## config.mk

```make
export PLATFORM = sky130hd
export DESIGN_NAME = lru_frame_replacer_unit_flat
export DESIGN_NICKNAME = d
export VERILOG_FILES = /design/src/sv/lfr_pkg.sv /design/src/sv/lfr_req_if.sv /design/src/sv/lfr_rsp_if.sv /design/src/sv/lfr_cell.sv /design/src/sv/lfr_chain.sv /design/src/sv/lru_frame_replacer_unit.sv /design/src/flat_wrapper.sv
export VERILOG_INCLUDE_DIRS = /design/src /design/src/sv
export SDC_FILE = /design/constraint.sdc
export NUM_CORES = 1
export LEC_CHECK = 0
export BUFFER_PORTS_ARGS = -buffer_cell sky130_fd_sc_hd__buf_2
export CAP_MARGIN = 20
export CORE_AREA = 4 4 272 274
export CTS_CLUSTER_DIAMETER = 150
export CTS_CLUSTER_SIZE = 14
export DETAILED_ROUTE_END_ITERATION = 10
export DIE_AREA = 0 0 276 278
export HOLD_SLACK_MARGIN = 0.1
export PLACE_DENSITY_LB_ADDON = 0.12
export REMOVE_ABC_BUFFERS = 1
export SYNTH_ARGS = -nofsm -noshare
export SYNTH_HDL_FRONTEND = slang
export SYNTH_HIERARCHICAL = 1
export SYNTH_SLANG_ARGS = --single-unit
```

## constraint.sdc

```tcl
create_clock -name clock -period 37.5 [get_ports clock]
set_input_delay 1.875 -clock clock [delete_from_list [all_inputs] [get_ports clock]]
set_output_delay 1.875 -clock clock [all_outputs]
set_load 0.1 [all_outputs]
```

## src/sv/lru_frame_replacer_unit_assert.svh

```systemverilog
// ----------------------------------------------------------------------------
// LRU frame replacer: assertion macros
// Invariant and implication checks shared by the replacer RTL.
// ----------------------------------------------------------------------------
`ifndef LRU_FRAME_REPLACER_UNIT_ASSERT_SVH
`define LRU_FRAME_REPLACER_UNIT_ASSERT_SVH

// Check that cons holds in the same cycle as ante, outside reset.
`define LFR_ASSERT_SAME(label, clk, rst, ante, cons) \
   label: assert property (@(posedge clk) disable iff (rst) (ante) |-> (cons)) \
      else $error("lfr assertion failed: same-cycle check");

// Check that cons holds in the cycle after ante, outside reset.
`define LFR_ASSERT_NEXT(label, clk, rst, ante, cons) \
   label: assert property (@(posedge clk) disable iff (rst) (ante) |=> (cons)) \
      else $error("lfr assertion failed: next-cycle check");

`endif

```

## src/sv/lfr_pkg.sv

```systemverilog
// ----------------------------------------------------------------------------
// LRU frame replacer package
// Shared widths, command codes and the cell control bundle.
// ----------------------------------------------------------------------------
`default_nettype none

package lfr_pkg;

   localparam int unsigned FRAME_W        = 6;
   localparam int unsigned COUNT_W        = 7;
   localparam int unsigned CMD_W          = 2;
   localparam int unsigned NUM_FRAMES_DEF = 64;
   localparam logic [COUNT_W-1:0] CAPACITY_RST = 7'd64;

   typedef enum logic [CMD_W-1:0] {
      CMD_UNPIN  = 2'd0,
      CMD_PIN    = 2'd1,
      CMD_VICTIM = 2'd2
   } cmd_type;

   // broadcast to every cell of the chain
   typedef struct packed {
      logic               capture;      // latch match against cmp_fid
      logic [FRAME_W-1:0] cmp_fid;
      logic               pin_shift;    // close the gap left by the matched cell
      logic               victim_shift; // drop the head, whole row moves up
      logic               unpin_write;  // append at the first empty cell
      logic [FRAME_W-1:0] wr_fid;
   } cell_ctrl_type;

endpackage

`default_nettype wire

```

## src/sv/lfr_req_if.sv

```systemverilog
// ----------------------------------------------------------------------------
// LRU frame replacer request channel
// Valid/ready channel carrying one command word.
// ----------------------------------------------------------------------------
`default_nettype none

interface lfr_req_if;
   logic                        valid;
   logic                        ready;
   logic [lfr_pkg::CMD_W-1:0]   cmd;
   logic [lfr_pkg::FRAME_W-1:0] frame_no;

   modport source (output valid, output cmd, output frame_no, input ready);
   modport sink   (input valid, input cmd, input frame_no, output ready);
endinterface

`default_nettype wire

```

## src/sv/lfr_rsp_if.sv

```systemverilog
// ----------------------------------------------------------------------------
// LRU frame replacer response channel
// Valid/ready channel carrying one result word.
// ----------------------------------------------------------------------------
`default_nettype none

interface lfr_rsp_if;
   logic                        valid;
   logic                        ready;
   logic                        found;
   logic [lfr_pkg::FRAME_W-1:0] victim_frame;
   logic                        ignored;
   logic [lfr_pkg::COUNT_W-1:0] occupancy;

   modport source (output valid, output found, output victim_frame,
                   output ignored, output occupancy, input ready);
   modport sink   (input valid, input found, input victim_frame,
                   input ignored, input occupancy, output ready);
endinterface

`default_nettype wire

```

## src/sv/lfr_cell.sv

```systemverilog
// ----------------------------------------------------------------------------
// LRU frame replacer cell
// One slot of the recency row: frame number, valid bit and match flag.
// ----------------------------------------------------------------------------
`default_nettype none

module lfr_cell (
   input  wire logic                        clock,
   input  wire logic                        reset,
   input  wire lfr_pkg::cell_ctrl_type      ctrl,
   input  wire logic                        prev_valid,
   input  wire logic                        next_valid,
   input  wire logic [lfr_pkg::FRAME_W-1:0] next_value,
   input  wire logic                        prefix_in,
   output      logic                        valid,
   output      logic [lfr_pkg::FRAME_W-1:0] value,
   output      logic                        prefix_out
);

   logic                        valid_ff;
   logic                        match_ff;
   logic [lfr_pkg::FRAME_W-1:0] value_ff;
   logic                        shift;
   logic                        write;

   // matched here or in an older cell: pull from the younger neighbour
   assign prefix_out = prefix_in | match_ff;
   assign shift      = ctrl.victim_shift | (ctrl.pin_shift & prefix_out);
   assign write      = ctrl.unpin_write & ~valid_ff & prev_valid;

   always_ff @(posedge clock) begin
      if (reset) begin
         valid_ff <= 1'b0;
         match_ff <= 1'b0;
      end else begin
         if (shift) begin
            valid_ff <= next_valid;
         end else if (write) begin
            valid_ff <= 1'b1;
         end
         if (ctrl.capture) begin
            match_ff <= valid_ff & (value_ff == ctrl.cmp_fid);
         end
      end
   end

   always_ff @(posedge clock) begin
      if (shift) begin
         value_ff <= next_value;
      end else if (write) begin
         value_ff <= ctrl.wr_fid;
      end
   end

   assign valid = valid_ff;
   assign value = value_ff;

endmodule

`default_nettype wire

```

## src/sv/lfr_chain.sv

```systemverilog
// ----------------------------------------------------------------------------
// LRU frame replacer chain
// Row of cells, oldest frame at the head, match prefix rippling down the row.
// ----------------------------------------------------------------------------
`default_nettype none

module lfr_chain #(
   parameter int unsigned NUM_FRAMES = lfr_pkg::NUM_FRAMES_DEF
) (
   input  wire logic                        clock,
   input  wire logic                        reset,
   input  wire lfr_pkg::cell_ctrl_type      ctrl,
   output      logic                        hit,
   output      logic                        head_valid,
   output      logic [lfr_pkg::FRAME_W-1:0] head_value
);

   logic                        valid_w  [NUM_FRAMES];
   logic [lfr_pkg::FRAME_W-1:0] value_w  [NUM_FRAMES];
   logic                        prefix_w [NUM_FRAMES+1];

   assign prefix_w[0] = 1'b0;

   for (genvar i = 0; i < NUM_FRAMES; i++) begin : g_cell
      logic                        prev_v;
      logic                        next_v;
      logic [lfr_pkg::FRAME_W-1:0] next_d;

      if (i == 0) begin : g_head
         assign prev_v = 1'b1;
      end else begin : g_body
         assign prev_v = valid_w[i-1];
      end

      if (i == NUM_FRAMES - 1) begin : g_tail
         assign next_v = 1'b0;
         assign next_d = '0;
      end else begin : g_link
         assign next_v = valid_w[i+1];
         assign next_d = value_w[i+1];
      end

      lfr_cell u_cell (
         .clock      (clock),
         .reset      (reset),
         .ctrl       (ctrl),
         .prev_valid (prev_v),
         .next_valid (next_v),
         .next_value (next_d),
         .prefix_in  (prefix_w[i]),
         .valid      (valid_w[i]),
         .value      (value_w[i]),
         .prefix_out (prefix_w[i+1])
      );
   end

   assign hit        = prefix_w[NUM_FRAMES];
   assign head_valid = valid_w[0];
   assign head_value = value_w[0];

endmodule

`default_nettype wire

```

## src/sv/lru_frame_replacer_unit.sv

```systemverilog
// ----------------------------------------------------------------------------
// LRU frame replacer unit
// Least-recently-unpinned frame replacement policy on a row of cells.
// ----------------------------------------------------------------------------
// Usage:
//   req_chan carries one command word (cmd, frame_no): unpin appends the frame
//   at the young end, pin removes it, victim removes and returns the oldest.
//   rsp_chan returns exactly one result word per command: found, victim_frame,
//   ignored and the occupancy after the operation.
//   csr_wr_en/csr_wr_data write the capacity; write it only while idle.
//   The accepting edge latches every cell's compare against frame_no; the
//   update step in ST_APPLY then ripples the match along the row, shifts or
//   appends cells and loads the result word into the output register. No new
//   command is taken until that update step is done.
//   A new request is taken while an earlier result still waits in the output
//   register; if the receiver stalls, the update step holds until the
//   waiting word is taken, and req_chan.ready stays low meanwhile.
//   Reset empties the row, clears the occupancy and sets capacity to 64.
//   No clearing pass follows reset; the block is ready on the next cycle.
// ----------------------------------------------------------------------------
`default_nettype none

`include "lru_frame_replacer_unit_assert.svh"

module lru_frame_replacer_unit #(
   parameter int unsigned NUM_FRAMES = lfr_pkg::NUM_FRAMES_DEF
) (
   input  wire logic                        clock,
   input  wire logic                        reset,
   lfr_req_if.sink                          req_chan,
   lfr_rsp_if.source                        rsp_chan,
   input  wire logic                        csr_wr_en,
   input  wire logic [lfr_pkg::COUNT_W-1:0] csr_wr_data
);

   typedef enum logic {
      ST_IDLE,
      ST_APPLY
   } state_type;

   state_type                   state_ff;
   logic [lfr_pkg::COUNT_W-1:0] capacity_ff;
   logic [lfr_pkg::COUNT_W-1:0] count_ff;
   logic [lfr_pkg::COUNT_W-1:0] count_in;
   logic [lfr_pkg::CMD_W-1:0]   cmd_ff;
   logic [lfr_pkg::FRAME_W-1:0] fid_ff;

   logic                        rsp_valid_ff;
   logic                        rsp_found_ff;
   logic [lfr_pkg::FRAME_W-1:0] rsp_victim_ff;
   logic                        rsp_ignored_ff;
   logic [lfr_pkg::COUNT_W-1:0] rsp_occ_ff;

   lfr_pkg::cell_ctrl_type      ctrl;
   logic                        hit;
   logic                        head_valid;
   logic [lfr_pkg::FRAME_W-1:0] head_value;

   logic                        accept;
   logic                        apply_go;
   logic                        in_range;
   logic                        unpin_ok;
   logic                        pin_ok;
   logic                        victim_ok;
   logic                        ignored_in;

   // take a word only between commands; the output register decouples rsp
   assign req_chan.ready = (state_ff == ST_IDLE);
   assign accept         = req_chan.valid & req_chan.ready;
   // hold the update while the previous result is still unclaimed
   assign apply_go       = (state_ff == ST_APPLY) & (~rsp_valid_ff | rsp_chan.ready);

   // frames at or above the row's depth are never held
   assign in_range  = (32'(fid_ff) < NUM_FRAMES);
   assign unpin_ok  = (cmd_ff == lfr_pkg::CMD_UNPIN) & in_range & ~hit &
                      (count_ff < capacity_ff) & (32'(count_ff) < NUM_FRAMES);
   assign pin_ok    = (cmd_ff == lfr_pkg::CMD_PIN) & in_range & hit;
   assign victim_ok = (cmd_ff == lfr_pkg::CMD_VICTIM) & (count_ff != '0);

   always_comb begin
      count_in   = count_ff;
      ignored_in = 1'b0;
      unique case (cmd_ff)
         lfr_pkg::CMD_UNPIN: begin
            ignored_in = ~unpin_ok;
            if (unpin_ok) begin
               count_in = count_ff + 1'b1;
            end
         end
         lfr_pkg::CMD_PIN: begin
            ignored_in = ~pin_ok;
            if (pin_ok) begin
               count_in = count_ff - 1'b1;
            end
         end
         lfr_pkg::CMD_VICTIM: begin
            if (victim_ok) begin
               count_in = count_ff - 1'b1;
            end
         end
         default: begin
            ignored_in = 1'b1;
         end
      endcase
   end

   // broadcast to the row: compare on accept, shift or append on update
   always_comb begin
      ctrl.capture      = accept;
      ctrl.cmp_fid      = req_chan.frame_no;
      ctrl.pin_shift    = apply_go & pin_ok;
      ctrl.victim_shift = apply_go & victim_ok;
      ctrl.unpin_write  = apply_go & unpin_ok;
      ctrl.wr_fid       = fid_ff;
   end

   lfr_chain #(
      .NUM_FRAMES (NUM_FRAMES)
   ) u_chain (
      .clock      (clock),
      .reset      (reset),
      .ctrl       (ctrl),
      .hit        (hit),
      .head_valid (head_valid),
      .head_value (head_value)
   );

   // capacity register, no read-back
   always_ff @(posedge clock) begin
      if (reset) begin
         capacity_ff <= lfr_pkg::CAPACITY_RST;
      end else if (csr_wr_en) begin
         capacity_ff <= csr_wr_data;
      end
   end

   // latch the command word; payload needs no reset
   always_ff @(posedge clock) begin
      if (accept) begin
         cmd_ff <= req_chan.cmd;
         fid_ff <= req_chan.frame_no;
      end
   end

   // sequencer, occupancy and result register
   always_ff @(posedge clock) begin
      if (reset) begin
         state_ff     <= ST_IDLE;
         count_ff     <= '0;
         rsp_valid_ff <= 1'b0;
      end else begin
         unique case (state_ff)
            ST_IDLE: begin
               if (rsp_chan.ready) begin
                  rsp_valid_ff <= 1'b0;
               end
               if (accept) begin
                  state_ff <= ST_APPLY;
               end
            end
            ST_APPLY: begin
               if (apply_go) begin
                  state_ff       <= ST_IDLE;
                  count_ff       <= count_in;
                  rsp_valid_ff   <= 1'b1;
                  rsp_found_ff   <= victim_ok;
                  rsp_victim_ff  <= victim_ok ? head_value : '0;
                  rsp_ignored_ff <= ignored_in;
                  rsp_occ_ff     <= count_in;
               end
            end
            default: begin
               state_ff <= ST_IDLE;
            end
         endcase
      end
   end

   assign rsp_chan.valid        = rsp_valid_ff;
   assign rsp_chan.found        = rsp_found_ff;
   assign rsp_chan.victim_frame = rsp_victim_ff;
   assign rsp_chan.ignored      = rsp_ignored_ff;
   assign rsp_chan.occupancy    = rsp_occ_ff;

   // the head cell is occupied exactly when the count is non-zero
   `LFR_ASSERT_SAME(a_head_tracks_count, clock, reset, 1'b1,
                    head_valid == (count_ff != '0))
   // occupancy never exceeds the depth of the row
   `LFR_ASSERT_SAME(a_count_bounded, clock, reset, 1'b1,
                    32'(count_ff) <= NUM_FRAMES)
   // a completed update always presents a result word next cycle
   `LFR_ASSERT_NEXT(a_apply_gives_rsp, clock, reset, apply_go,
                    rsp_valid_ff && (state_ff == ST_IDLE))
   // a returned victim is never also flagged as ignored
   `LFR_ASSERT_SAME(a_found_not_ignored, clock, reset, rsp_valid_ff,
                    !(rsp_found_ff && rsp_ignored_ff))

endmodule

`default_nettype wire
```

## src/flat_wrapper.sv

```systemverilog
// flat-port wrapper written by rule: the top's interface ports become plain ports
module lru_frame_replacer_unit_flat 
#(
   parameter int unsigned NUM_FRAMES = lfr_pkg::NUM_FRAMES_DEF
)
  (clock, reset, csr_wr_en, csr_wr_data, req_chan_valid, req_chan_cmd, req_chan_frame_no, req_chan_ready, rsp_chan_valid, rsp_chan_found, rsp_chan_victim_frame, rsp_chan_ignored, rsp_chan_occupancy, rsp_chan_ready);
  lfr_req_if req_chan_i ();
  lfr_rsp_if rsp_chan_i ();
  input  wire logic clock;
  input  wire logic reset;
  input  wire logic csr_wr_en;
  input  wire logic [lfr_pkg::COUNT_W-1:0] csr_wr_data;
  input wire logic [$bits(req_chan_i.valid)-1:0] req_chan_valid;
  input wire logic [$bits(req_chan_i.cmd)-1:0] req_chan_cmd;
  input wire logic [$bits(req_chan_i.frame_no)-1:0] req_chan_frame_no;
  output wire logic [$bits(req_chan_i.ready)-1:0] req_chan_ready;
  output wire logic [$bits(rsp_chan_i.valid)-1:0] rsp_chan_valid;
  output wire logic [$bits(rsp_chan_i.found)-1:0] rsp_chan_found;
  output wire logic [$bits(rsp_chan_i.victim_frame)-1:0] rsp_chan_victim_frame;
  output wire logic [$bits(rsp_chan_i.ignored)-1:0] rsp_chan_ignored;
  output wire logic [$bits(rsp_chan_i.occupancy)-1:0] rsp_chan_occupancy;
  input wire logic [$bits(rsp_chan_i.ready)-1:0] rsp_chan_ready;
  assign req_chan_i.valid = req_chan_valid;
  assign req_chan_i.cmd = req_chan_cmd;
  assign req_chan_i.frame_no = req_chan_frame_no;
  assign req_chan_ready = req_chan_i.ready;
  assign rsp_chan_valid = rsp_chan_i.valid;
  assign rsp_chan_found = rsp_chan_i.found;
  assign rsp_chan_victim_frame = rsp_chan_i.victim_frame;
  assign rsp_chan_ignored = rsp_chan_i.ignored;
  assign rsp_chan_occupancy = rsp_chan_i.occupancy;
  assign rsp_chan_i.ready = rsp_chan_ready;
  lru_frame_replacer_unit #(.NUM_FRAMES(NUM_FRAMES)) u_core (.clock(clock), .reset(reset), .req_chan(req_chan_i), .rsp_chan(rsp_chan_i), .csr_wr_en(csr_wr_en), .csr_wr_data(csr_wr_data));
endmodule
```

# After elaboration in Yosys (flattened, before gate mapping)
# Index checks and enable logic that the tools add are counted.
# word_totals
regBits	551
in_bits	20
output_inout_bits	17
# classes
n_reduce_logical	69
add_sub_neg	2
order_cmp	2
muxes	263
n_bitwise	463
n_eq_ne	68
# op_table
cell	count
$mux W6	126
$eq A6 B6 Y1	64
$and A1 B1 Y1	265
$mux W1	130
$or A1 B1 Y1	128
$reduce_bool A2 Y1	63
$not A1 Y1	70
$mux W7	3
$pmux W7 S3	1
$add A7 B1 Y7 const B	1
$lt A7 B7 Y1	1
$lt A7 B7 Y1 const B	1
$reduce_bool A7 Y1	1
$sub A7 B1 Y7 const B	1
$ne A2 B2 Y1 const B	2
$pmux W1 S2	2
$reduce_and A2 Y1	2
$pmux W1 S3	1
$reduce_and A3 Y1	1
$eq A2 B1 Y1 const B	1
$eq A2 B2 Y1 const B	1
$logic_not A2 Y1	1
$reduce_or A2 Y1	1

# Logic depth before layout (Yosys ltp)
# logic_depth
ltp_word	72
depth_mapped	71

# By module
# The synthesis kept the hierarchy.
# modules_own_cells
module	area_each_um2	instances	cells_each	seq_area_each_um2
lfr_cell	465.4	64	34	220.2
lru_frame_replacer_unit	2125.8	1	216	1011.0
lfr_chain	7.5	1	2	0.0

# Least setup slack after synthesis
# No wires, ideal clock.
# synth_timing
path_type	register -> register
from	register u_core.u_chain.g_cell[0].u_cell.match_ff
to	register u_core.u_chain.g_cell[0].u_cell.value_ff (netlist bit u_core/u_chain/g_cell[0].u_cell/value[0]), enable pin
path_buffers	0
synth_period_minus_slack_ns	21.631
slack_ns	15.869
setup_time_ns	0.377
arrival_ns	21.253
stages_incl_launch_ff	71
cell_sequence	dfxtp_1 > or2_2 > or2_2 > or2_2 > or2_2 > or2_2 > or2_2 > or2_2 > or2_2 > or2_2 > or2_2 > or2_2 > or2_2 > or2_2 > or2_2 > or2_2 > or2_2 > or2_2 > (+35 left out) > or2_2 > or2_2 > or2_2 > or2_2 > or2_2 > or2_2 > or2_2 > or2_2 > or2_2 > or2_2 > or2_2 > or2_2 > a211oi_1 > o2111ai_1 > a21oi_2 > and2_1 > nand2_1 > o21ai_0
# synth_rtl
element	line_no	source
start, declared	lfr_cell.sv:21	logic match_ff;
start signal, assigned	lfr_cell.sv:42	match_ff <= valid_ff & (value_ff == ctrl.cmp_fid);
end signal, assigned	lfr_cell.sv:49	value_ff <= next_value;
end signal, assigned	lfr_cell.sv:51	value_ff <= ctrl.wr_fid;
end, declared	lfr_cell.sv:22	logic [lfr_pkg::FRAME_W-1:0] value_ff;

==> results.yml <==
power_and_ir_drop:
  peakVddDrop_mv: 0.0273
  powerDensity_nw_per_um2: 38.9
  leakagePower_nw: 14.3
floorplanning:
  core_area_um2: 71400
  dieHeight_um: 278
  chipWidth_um: 276
  placementRows: 98
  start_util: 0.447
  dieArea_um2: 76700
  ioPinCount: 37
timing:
  tns_ps: 0
  whs_ps: 502
  timing.final.hold_violations: 0
  setup_violations: 0
  rsz0062_at_grt: "false"
  setup_slack_ps: 14760
  fin_crit_sh: 0.606
  fin_skew_ps: 21.3
  report.final.slew_viol_count: 0
  fmax_mhz: 44.0
  finalCriticalPeriod_ps: 22740
  slew_headroom: 0.232
  worst_pin_slew_ps: 1150
setup_path:
  crit_path_start_kind: "flop"
  critPathMostFrequentCell: "or2_2"
  slowest_delay_ps: 950
  crit_fanout: 64
  rrSetupSlack_ps: 14760
  cpLargestDelayFamily: "simple AND/OR/NAND/NOR gates"
  required_ps: 37720
  worstReg2RegEnd: "u_core/u_chain/g_cell[31].u_cell/value[2]$_DFFE_PP_"
  r2r-start: "u_core/u_chain/g_cell[0].u_cell/match_ff$_SDFFE_PP0P_"
  crit_path_end_kind: "flop"
  cp.arrival_ps: 22950
  worstSetupPathType: "reg -> reg"
  critPathBufInv: 0
  reg2reg_depth: 70
  crit_slowest_cell: "and2_4"
placed_design:
  place_ws_ps: 14810
  gp_congestion: 0.783
  port_buffers: 36
  dp_hpwl_mm: 45.4
  placed_cell_area_um2: 33500
routing:
  via_per_inst: 5.55
  wl_per_cell_um: 22.2
  vias: 19400
  drt_pre_antenna_iters: 5
  ant_nets: 0
  wl_mm: 77.5
  drtIter0Drc: 1423
  route.detailed.drc: 0
yosys:
  yosys.area.top_type: "edfxtp_1"
  synth_area_leaders: "edfxtp_1, mux2_4, xor2_1, dfxtp_1, nor2_8"
  ys.flop_type: "edfxtp_1"
  synth_top_cell_area_share: 0.383
  yosys_register_bits: 551
  async_flop_share: 0
  syn_inst: 2394
  synth_edf_count: 407
  yosysUniqueCellTypes: 57
  yosysSeqAreaShare: 0.473
  avgSynthCellArea_um2: 13.3
  syn-cell-area_um2: 31900
  yosysWarnings: 6
cells_and_area:
  n_antenna_cell: 0
  finalNetCount: 2529
  synthToLayoutAreaGrowth_pct: 9.09
  fillers: 6239
  post-route-util: 0.488
  finish.instance_area_um2: 34800
  final_layout_size_suffix_gt1_frac: 0.327
worst_hold_path:
  hp-class: "reg -> reg"
  whs_endpoint: "u_core/capacity_ff[3]$_SDFFE_PP0P_"
  hp-start: "u_core/capacity_ff[3]$_SDFFE_PP0P_"
  holdPathStages: 2
clocking:
  cts_made_buffers: 45
  clk-insertion-delay-late_ps: 590
  cts_resized: 0
  clockBufferDepth: 3
  hold_buffers: 0
  post_cts_buffers: 0
  clk_pin_slew_ps: 70
  clock_sinks: 551
  cts_max_level: 2
  ctsRootBufferMaster: "clkbuf_16"
  tritoncts: "done"
grt:
  grt_first_pass_wirelength_mm: 119
  grt_pass1_vias: 19700
  grt-ovfl-total: 0
  grt_max_degree: 93
  grt_use_total: 0.196
  antenna_found_initial: 0
outcome:
  status: "finished clean"
flow_run:
  maxCapViolCount: 0
-- worst max path at each step --
stage                                                               start  slack, ps  depth (start not counted)                                                  end
floorplan           u_core/u_chain/g_cell[0].u_cell/match_ff$_SDFFE_PP0P_      15870                         70   u_core/u_chain/g_cell[0].u_cell/value[0]$_DFFE_PP_
global placement    u_core/u_chain/g_cell[0].u_cell/match_ff$_SDFFE_PP0P_      14980                         70  u_core/u_chain/g_cell[46].u_cell/value[2]$_DFFE_PP_
detailed placement  u_core/u_chain/g_cell[0].u_cell/match_ff$_SDFFE_PP0P_      14810                         70  u_core/u_chain/g_cell[55].u_cell/value[3]$_DFFE_PP_
CTS                 u_core/u_chain/g_cell[0].u_cell/match_ff$_SDFFE_PP0P_      14740                         70  u_core/u_chain/g_cell[41].u_cell/value[4]$_DFFE_PP_
global route        u_core/u_chain/g_cell[0].u_cell/match_ff$_SDFFE_PP0P_      13860                         70  u_core/u_chain/g_cell[44].u_cell/value[5]$_DFFE_PP_
finish              u_core/u_chain/g_cell[0].u_cell/match_ff$_SDFFE_PP0P_      14760                         70  u_core/u_chain/g_cell[31].u_cell/value[2]$_DFFE_PP_
-- flip-flops by register name, summed over array words and instances (netlist names), 2 cells and up --
register,flops
u_core/u_chain/g_cell.u_cell/match_ff,64
u_core/rsp_chan.occupancy,7
u_core/cmd_ff,2
u_core/capacity_ff,7
u_core/u_chain/g_cell.u_cell/value,384
u_core/fid_ff,6
u_core/count_ff,7
u_core/rsp_chan.victim_frame,6
u_core/u_chain/g_cell.u_cell/valid,64
-- cell usage in the layout (no fill, tap or decap), drive strengths merged, types with 2 or more instances in the layout --
master	count
o21ai	74
nor3	2
nand3	2
o2111ai	3
nor4	129
mux2i	7
inv	79
o211ai	4
o31ai	2
or3	2
or2	67
conb	10
a221oi	3
a22o	64
xnor2	2
and2	11
a211oi	4
nor2b	3
mux2	385
o221a	66
a31oi	4
o21a	65
dfxtp	144
nand2	209
nor2	217
a21oi	18
xor2	385
edfxtp	407
buf	60
ha	9
nand2b	2
clkbuf	81
-- report_power, final --
group	internal (mW)	total [mW]	leakage (nW)	switching (mW)
logic	0.0912	0.200	8.80	0.108
clock network	0.235	0.454	0.629	0.219
registers	0.681	0.701	4.86	0.0199
total	1.01	1.35	14.3	0.347
-- logic make-up (layout without fill, tap and decap cells) --
kind of cell | count (synthesis) | in the layout | synth area share
AOI/OAI and AO/OA | 316 | 316 | 0.0962
xor gates and xnor gates | 387 | 387 | 0.106
adders and majority gates | 9 | 9 | 0.00353
buffers and inverters | 87 | 220 | 0.0105
DFF | 551 | 551 | 0.473
muxes | 392 | 392 | 0.183
other | 2 | 10 | 0.000235
and+or+nand+nor | 650 | 650 | 0.127
-- metal layers --
metal | vias up | track usage | part of all wire
met1 | 9651 | 0.281 | 0.48
met2 | 518 | 0.315 | 0.45
met3 | 120 | 0.0275 | 0.048
li1 | 9069 | - | -
met4 | 0 | 0.0503 | 0.023
met5 | - | 0 | 0
-- cells in the mapped netlist, types with 3 or more instances --
cell and number:
or2_2 65, o211ai_1 4, nor2b_1 3, mux2i_1 7, dfxtp_1 144, clkbuf_1 7, nand2_1 209, a211oi_1 4
ha_1 9, a21oi_1 15, o21a_4 64, o21ai_0 73, inv_1 77, o221a_2 65, xor2_1 385, o2111ai_1 3
a22o_2 64, nor4_1 129, nor2_8 64, edfxtp_1 407, a31oi_1 4, nor2_1 153, and2_1 11, mux2_4 384
-- stage by stage --
stage	cells	power [mW]
after CTS	3484	1.37
after floorplan	2392	0.866
after detailed placement	3402	0.912
after global routing	3485	1.41
after global placement	3402	0.910
final	3485	1.35
-- layout make-up --
type	instances	area (um2)	area share
sequential	551	15100	0.434
clock buffer	80	1300	0.0373
clock inverter	2	20.0	0.000575
inverter	77	289	0.00830
tap	950	1190	0.0341
multi-input combinational	1764	16500	0.475
timing repair buffer	61	392	0.0112
-- worst reg2reg max path: cells and delay by family (launching register included) --
kind / cells / cell delay (ps)
AND/OR/NAND/NOR: 66 / 20530
AO/OA/AOI/OAI: 4 / 1520
flip-flops: 1 / 330
No activity file was read; power rests on OpenSTA's default activity.
